$ cat src/rtl/core/piq_pkg.sv
`timescale 1ns / 1ps
`default_nettype none

package piq_pkg;

  // Widest cell index: 11 bits address up to 2048 cells.
  localparam int IdxMaxW = 11;

  typedef enum logic [1:0] {
    KIND_APPEND    = 2'd0,
    KIND_PUSH_HEAD = 2'd1,
    KIND_INSERT_AT = 2'd2,
    KIND_POP_HEAD  = 2'd3
  } kind_e;

  typedef enum logic [1:0] {
    ST_DONE  = 2'd0,
    ST_EMPTY = 2'd1,
    ST_FULL  = 2'd2
  } status_e;

  typedef struct packed {
    kind_e              kind;
    logic signed [31:0] value;
    logic        [7:0]  position;
  } in_t;

  typedef struct packed {
    status_e            status;
    logic signed [31:0] removed_value;
    logic        [6:0]  occupancy;
  } out_t;

  // Broadcast control from the queue front end to every cell.
  typedef struct packed {
    logic               ins;
    logic               rem;
    logic [IdxMaxW-1:0] ins_idx;
  } cell_ctrl_t;

endpackage

`default_nettype wire

$ cat src/rtl/core/piq_cell.sv
`timescale 1ns / 1ps
`default_nettype none

// One queue slot: holds, takes the new value, shifts toward the tail from
// its left neighbor, or shifts toward the head from its right neighbor.
module piq_cell #(
  parameter int IDX = 0
) (
  input  wire                      clk_i,
  input  wire piq_pkg::cell_ctrl_t ctrl_i,
  input  wire logic signed [31:0]  new_i,
  input  wire logic signed [31:0]  left_i,
  input  wire logic signed [31:0]  right_i,
  output logic signed [31:0]       value_o
);

  localparam logic [piq_pkg::IdxMaxW-1:0] MyIdx = piq_pkg::IdxMaxW'(IDX);

  logic signed [31:0] value_d, value_q;

  // Pick the next slot content
  always_comb begin
    value_d = value_q;
    priority if (ctrl_i.rem) begin
      value_d = right_i;
    end else if (ctrl_i.ins && (MyIdx == ctrl_i.ins_idx)) begin
      value_d = new_i;
    end else if (ctrl_i.ins && (MyIdx > ctrl_i.ins_idx)) begin
      value_d = left_i;
    end
  end

  always_ff @(posedge clk_i) begin
    value_q <= value_d;
  end

  assign value_o = value_q;

endmodule

`default_nettype wire

$ cat src/rtl/core/positional_insert_queue.sv
`timescale 1ns / 1ps
`default_nettype none

// Channel   | Handshake              | Payload
// ----------+------------------------+----------------------------------
// request   | start_i / busy_o       | req_i  (kind, value, position)
// response  | valid_o (one cycle)    | rsp_o  (status, removed_value,
//           |                        |         occupancy)
//
// The whole row of cells shifts in parallel at the accepting edge, and
// the response shows in the following cycle.
// busy_o stays low, so an item may be started in every cycle.
// Reset clears the entry count; cell contents stay undefined until written.
// The receiver cannot stall; each response is valid for exactly one cycle.
module positional_insert_queue #(
  parameter int DEPTH = 64
) (
  input  wire               clk_i,
  input  wire               rst_ni,
  input  wire               start_i,
  output logic              busy_o,
  input  wire piq_pkg::in_t req_i,
  output logic              valid_o,
  output piq_pkg::out_t     rsp_o
);

  localparam int CntW = $clog2(DEPTH + 1);
  localparam int CmpW = (CntW > 8) ? CntW : 8;

  logic [CntW-1:0]     count_d, count_q;
  logic                valid_q;
  piq_pkg::out_t       rsp_d, rsp_q;
  piq_pkg::cell_ctrl_t ctrl;
  logic                accept, is_full, is_empty;
  logic [CmpW-1:0]     pos_m1, cnt_ext, idx;
  logic signed [31:0]  cell_val [DEPTH];

  assign busy_o   = 1'b0;
  assign accept   = start_i && !busy_o;
  assign is_full  = (count_q == CntW'(DEPTH));
  assign is_empty = (count_q == '0);

  // Work out the insert index
  assign pos_m1  = CmpW'(req_i.position - 8'd1);
  assign cnt_ext = CmpW'(count_q);

  always_comb begin
    idx = '0;
    unique case (req_i.kind)
      piq_pkg::KIND_APPEND: idx = cnt_ext;
      piq_pkg::KIND_INSERT_AT: begin
        if (req_i.position > 8'd1 && !is_empty) begin
          idx = (pos_m1 < cnt_ext) ? pos_m1 : cnt_ext;
        end
      end
      default: idx = '0;
    endcase
  end

  // Decide the operation and the response
  always_comb begin
    ctrl                = '0;
    ctrl.ins_idx        = piq_pkg::IdxMaxW'(idx);
    count_d             = count_q;
    rsp_d.status        = piq_pkg::ST_DONE;
    rsp_d.removed_value = '0;
    if (req_i.kind == piq_pkg::KIND_POP_HEAD) begin
      if (is_empty) begin
        rsp_d.status = piq_pkg::ST_EMPTY;
      end else begin
        ctrl.rem            = accept;
        rsp_d.removed_value = cell_val[0];
        count_d             = count_q - CntW'(1);
      end
    end else if (is_full) begin
      rsp_d.status = piq_pkg::ST_FULL;
    end else begin
      ctrl.ins = accept;
      count_d  = count_q + CntW'(1);
    end
    rsp_d.occupancy = 7'(count_d);
  end

  // Row of cells; each inner cell is wired to both neighbors
  for (genvar i = 0; i < DEPTH; i++) begin : g_cell
    logic signed [31:0] left_v, right_v;
    if (i == 0) begin : g_first
      assign left_v = req_i.value;
    end else begin : g_mid_l
      assign left_v = cell_val[i-1];
    end
    if (i == DEPTH - 1) begin : g_last
      assign right_v = cell_val[i];
    end else begin : g_mid_r
      assign right_v = cell_val[i+1];
    end
    piq_cell #(.IDX(i)) u_cell (
      .clk_i   (clk_i),
      .ctrl_i  (ctrl),
      .new_i   (req_i.value),
      .left_i  (left_v),
      .right_i (right_v),
      .value_o (cell_val[i])
    );
  end

  // Hold count and strobe
  always_ff @(posedge clk_i or negedge rst_ni) begin
    if (!rst_ni) begin
      count_q <= '0;
      valid_q <= 1'b0;
    end else begin
      valid_q <= accept;
      if (accept) begin
        count_q <= count_d;
      end
    end
  end

  // Capture the response payload
  always_ff @(posedge clk_i) begin
    if (accept) begin
      rsp_q <= rsp_d;
    end
  end

  assign valid_o = valid_q;
  assign rsp_o   = rsp_q;

endmodule

`default_nettype wire

$ cat config.mk
export PLATFORM = sky130hd
export DESIGN_NAME = positional_insert_queue
export DESIGN_NICKNAME = d
export VERILOG_FILES = /design/src/rtl/core/piq_pkg.sv /design/src/rtl/core/piq_cell.sv /design/src/rtl/core/positional_insert_queue.sv
export SDC_FILE = /design/constraint.sdc
export NUM_CORES = 2
export LEC_CHECK = 0
export ABC_CLOCK_PERIOD_IN_PS = 21400
export BUFFER_PORTS_ARGS = -buffer_cell sky130_fd_sc_hd__buf_2
export CAP_MARGIN = 5
export CORE_ASPECT_RATIO = 0.7
export CORE_MARGIN = 4
export CORE_UTILIZATION = 51
export DETAILED_ROUTE_END_ITERATION = 7
export PLACE_DENSITY = 0.74
export SETUP_SLACK_MARGIN = 0.4
export SYNTH_ARGS = -nofsm -noshare
export SYNTH_HDL_FRONTEND = slang
export SYNTH_HIERARCHICAL = 1
export SYNTH_SLANG_ARGS = --single-unit
export TNS_END_PERCENT = 10
$ cat constraint.sdc
create_clock -name clk_i -period 21.4 [get_ports clk_i]
set_input_delay 3.21 -clock clk_i [delete_from_list [all_inputs] [get_ports clk_i]]
set_output_delay 3.21 -clock clk_i [all_outputs]
set_load 0.01 [all_outputs]
# == Yosys cells after proc, flatten, opt, wreduce, memory -nomap -nowiden ==
# Cells that the tools add are included.
# totals
wordCells,609
output_inout_bits,43
regBits,2097
# classes
reduce_logical,199
bitwise_logic,2
n_lt_le_gt_ge,66
muxes,204
addsub,3
n_eq_ne,66
# op_table
operator,n
$mux W32,191
$eq A6 B8 Y1 const A,32
$gt A6 B8 Y1 const A,32
$reduce_bool A3 Y1,63
$logic_and A1 B1 Y1,129
$eq A5 B8 Y1 const A,16
$gt A5 B8 Y1 const A,16
$eq A4 B8 Y1 const A,8
$gt A4 B8 Y1 const A,8
$eq A3 B8 Y1 const A,4
$gt A3 B8 Y1 const A,4
$mux W7,3
$eq A2 B8 Y1 const A,2
$gt A1 B8 Y1 const A,2
$gt A2 B8 Y1 const A,2
$mux W8,2
$pmux W8 S2,1
$logic_not A11 Y1,1
$eq A1 B8 Y1 const A,1
$gt A8 B1 Y1 const B,1
$lt A8 B7 Y1,1
$sub A8 B1 Y8 const B,1
$add A7 B1 Y7 const B,1
$eq A7 B7 Y1 const B,1
11 further kinds,18

# == Longest topological paths before layout ==
# depth
word_depth,10
mapped_depth,18

# == Least setup slack after synthesis ==
# OpenSTA, ideal clock, no wires.
# synth_timing
path_type,in2reg
from,input req_i[4] (netlist bit)
to,register g_cell[5].u_cell.value_q[0] (enable)
t_arrival_ps,12592
path_slack_ps,8297
setup_ps,511
required_ps,20889
path_buffers,0
cell_stages,11
path_cell_list,or3_1 > nor3_1 > xor2_1 > ha_1 > a21o_1 > a21oi_1 > nand3_1 > o211ai_1 > nand3_1 > or3b_2 > o41ai_1
# synth_lines
item,line,source
from (decl),positional_insert_queue.sv:22,"input wire piq_pkg::in_t req_i,"
to (signal assigned),piq_cell.sv:34,value_q <= value_d;
to (decl),piq_cell.sv:19,"logic signed [31:0] value_d, value_q;"

==> results by group <==
Layout
  – Layout Nets: 11,300
  – Proportion of layout cells with a drive suffix above 1: between 20% and 30%
  – Area growth syn-to-layout: 6.11%
  – Number of fill cells: between 20,000 and 25,000

Critical path
  – Critical Path End Type: register
  – Bufs and invs on worst path: 5
  – Cell mode on critical path: buf_4
  – Worst flop-to-flop path endpoint: g_cell[47].u_cell/value_o[0]$_DFFE_PP_
  – Top delay family on crit path: buffers and inverters
  – Critical path depth: 17
  – R2R Setup Slk: 14.02 ns
  – Slowest cell on crit path: nand2b_2
  – Slowest stage delay, CP: 0.74 ns
  – Maximum fanout along the worst path: 174
  – Reg-to-Reg Start: count_q[0]$_DFFE_PN0P_
  – CP arrival: a little over 10 ns
  – Reg2reg path depth: 14
  – CP Class: in2reg
  – CP Launch Type: input port
  – Worst endpoint required time: 22.01 ns
  – Crit path cell chain: buf_2 > or3_1 > nor3_1 > xor2_1 > ha_1 > a21o_1 > a21oi_1 > and3_1 > nand3_2 > o211ai_1 > buf_12 > buf_4 > buf_4 > buf_4 > nand2b_2 > o41ai_1 > a21oi_1

Timing
  – Final Hold Fails: 0
  – Fmax achieved: 0.104 GHz
  – Sum Neg Setup Slack: 0 ns
  – Slew Limit Headroom: ~9%
  – Count of pins over their slew limit: 0
  – Min Tclk post-route: roughly 9.6 ns
  – Clock Skews: ~0.1 ns
  – # setup viols final: 0
  – Tcrit/Tclk final: 44.7%
  – RSZ-0062 raised after global routing: no
  – Worst Tran Pin Value: 1.36 ns

Power
  – Sequential power share: 42.3%
  – Post-route total power: 11,900 uW
  – Switching power total: approximately 4100 uW
  – PD cells: about 77 nW/um^2
  – Leakage power: 0.0532 uW
  – Max VDD drop: 72.2 uV
  – Sw frac: approximately a third
  – Logic pwr share: 26.2%
  – Clock power frac: 31.6%
  – Internal power: 7840 uW

Routing
  – Post-Route WL: 435,000 um
  – Drt first-iter violations: between 15,000 and 20,000
  – Via count: 109,000
  – Vias per Instance: around 7.2
  – Initial DRT Pass Iterations: 7
  – DRT antenna net count: 0
  – # DRC: 0
  – DR WL/cell: 28.6 um

Floorplan
  – Initial Util: 51.5%
  – Ports: 88
  – Die Area: 295,000 um^2
  – Row count: approximately 160
  – Die width: 647 um
  – Die Ht: roughly 460 um
  – CORE AREA: roughly 280,000 um^2

Synthesis
  – Syn. warnings: 6
  – Synth Area per Inst: ~12 um^2
  – Post-synth ARST share: 0.381%
  – Mapped Area: 146,000 um^2
  – Synthesized flop and latch total: 2,097
  – Yosys cell types: around 110
  – Post-synth EDFFs: 2,089
  – Mapped Cells: around 12,000
  – Top FF cell, synth: edfxtp_1
  – Post-synthesis sequential area ratio: ~43%

Worst hold path
  – Worst hold path cell count: 2
  – Hold endpoint: g_cell[17].u_cell/value_o[26]$_DFFE_PP_
  – Worst min-delay path startpoint: g_cell[18].u_cell/value_o[26]$_DFFE_PP_
  – Hold WC Path Type: reg2reg

GRT
  – Gr usage total: 28.0%
  – Vias in the first global route: between 100k and 150k
  – Grt ovf: 0
  – Initial antenna violation count: 22
  – Largest net degree at the start of global routing: 230
  – First-pass GRT wire length: between 600,000 and 700,000 um

Status
  – Outcome: complete, no violations

CTS
  – Post-CTS Resized: 0
  – Post-CTS Setup Inserts: 0
  – Clock root buffer: clkbuf_16
  – Num CTS Buffers: roughly 210
  – CTS max path bufs: 4
  – Clock latency on the worst-skew pair: ~0.94 ns
  – CTS tree: built
  – Hold buffers post-CTS: 0
  – H-tree depth: 4
  – Clock sink total: about 2,100
  – Clk slew on worst S/H paths: around 0.060 ns

Job
  – Max-cap violations: 0

Placed design
  – Placer Congestion: approximately 0.9
  – Port Buffers: 86
  – DPL Wire Length: 277,000 um
-- final cells by class --
| class | instances | area, um^2 | share of cell area (%) |
|---|---|---|---|
| multi-input combinational | 8420 | 76900 | 49.7 |
| clock buffer | 270 | 5630 | 3.64 |
| clock inverter | 114 | 1010 | 0.654 |
| tap | 3795 | 4750 | 3.07 |
| antenna | 12 | 30.0 | 0.0194 |
| inverter | 128 | 480 | 0.311 |
| timing repair buffer | 376 | 2930 | 1.89 |
| sequential | 2097 | 62900 | 40.7 |
-- power by group through the flow --
stage	clock (uW)	combinational [uW]	sequential, uW
3_5_place_dp	0	2980	5110
4_1_cts	3800	2990	5030
5_1_grt	3970	3270	5050
6_report	3760	3120	5030
2_1_floorplan	0	2260	5020
3_3_place_gp	0	2880	5110
-- through the flow --
stage | setup slack, ns | area (um^2) | cells | hold slack (ns) | utilization, %
detailed placement | 11.32 | 148000 | 14800 | 0.547 | 52.3
CTS | 12.21 | 155000 | 15200 | 0.458 | 54.6
finish | 11.82 | 155000 | 15200 | 0.482 | 54.6
global route | 11.61 | 155000 | 15200 | 0.486 | 54.6
global placement | 11.38 | 148000 | 14800 | 0.549 | 52.3
floorplan | 8.30 | 147000 | 12200 | 0.525 | -
-- Yosys cell counts, types with 90 or more instances --
cell / count / area share [%]
a21oi_1: 924 / 3.2
a221o_1: 124 / 0.85
a41oi_1: 1015 / 6.1
and2_1: 222 / 0.95
and3_1: 284 / 1.2
and3b_1: 263 / 1.6
and4b_1: 103 / 0.71
buf_1: 90 / 0.23
buf_2: 209 / 0.72
buf_6: 179 / 1.4
clkbuf_1: 1013 / 2.6
edfxtp_1: 2089 / 43
inv_1: 128 / 0.33
mux2_2: 894 / 6.9
mux2_4: 638 / 6.6
nand2_1: 138 / 0.36
nand2b_1: 130 / 0.56
nor2b_1: 1002 / 4.3
nor3b_1: 162 / 0.83
nor4bb_1: 166 / 1.1
o41ai_1: 121 / 0.73
o41ai_2: 840 / 9.4
-- worst register-to-register path: cells and delay by family (launching register included) --
family / cells / cell delay (ns)
flops: 1 / 0.71
compound gates: 3 / 1.16
simple gates: 4 / 1.54
buf+inv: 6 / 3.33
fa+ha+maj: 1 / 0.34
-- per-layer routing --
metal | GRT usage (%) | up-vias | share of wire (%)
met5 | 0 | - | 0.0074
met4 | 7.71 | 4 | 2.7
met3 | 6.56 | 880 | 12
met2 | 39.8 | 6856 | 42
met1 | 42.3 | 55300 | 44
li1 | - | 46500 | -
-- cells in the final DEF (no fill, tap or decap), types with 120 or more instances in the layout --
cell type,synthesis,layout
nand2b_1,130,121
buf_4,15,304
a21oi_1,924,924
a221o_1,124,124
mux2_4,638,638
and2_1,222,220
and3_1,284,284
and3b_1,263,263
mux2_2,894,894
nor3b_1,162,161
nand2_1,138,138
edfxtp_1,2089,2089
nor2b_1,1002,1001
o41ai_2,840,841
o41ai_1,121,120
a41oi_1,1015,1014
nor4bb_1,166,159
conb_1,1,376
clkbuf_16,0,217
inv_1,128,128
-- registers in the layout (all words and copies together) (netlist names) --
| register | flops |
|---|---|
| valid_o | 1 |
| g_cell.u_cell/value_o | 2048 |
| count_q | 7 |
| rsp_o | 41 |
-- cell families after synthesis --
group / count (synthesis) / synth area share, %
adder cells (fa/ha/maj): 11 / 0.0944
other: 1 / 0.00257
AND/OR/NAND/NOR: 3023 / 15.1
XOR/XNOR: 8 / 0.0481
multiplexers: 1601 / 14.0
buffers and inverters: 1645 / 5.47
flip-flops: 2097 / 43.2
AO/OA/AOI/OAI: 3401 / 22.1
-- how the worst max path moves through the flow --
stage	start	endpoint	slack, ns
floorplan	req_i[4]	g_cell[5].u_cell/value_o[0]$_DFFE_PP_	8.30
global placement	req_i[4]	g_cell[47].u_cell/value_o[0]$_DFFE_PP_	11.38
detailed placement	req_i[4]	g_cell[47].u_cell/value_o[0]$_DFFE_PP_	11.32
finish	req_i[4]	g_cell[47].u_cell/value_o[0]$_DFFE_PP_	11.82
CTS	req_i[4]	g_cell[62].u_cell/value_o[15]$_DFFE_PP_	12.21
global route	req_i[4]	g_cell[47].u_cell/value_o[0]$_DFFE_PP_	11.61
Power figures use the tool's default switching activity.
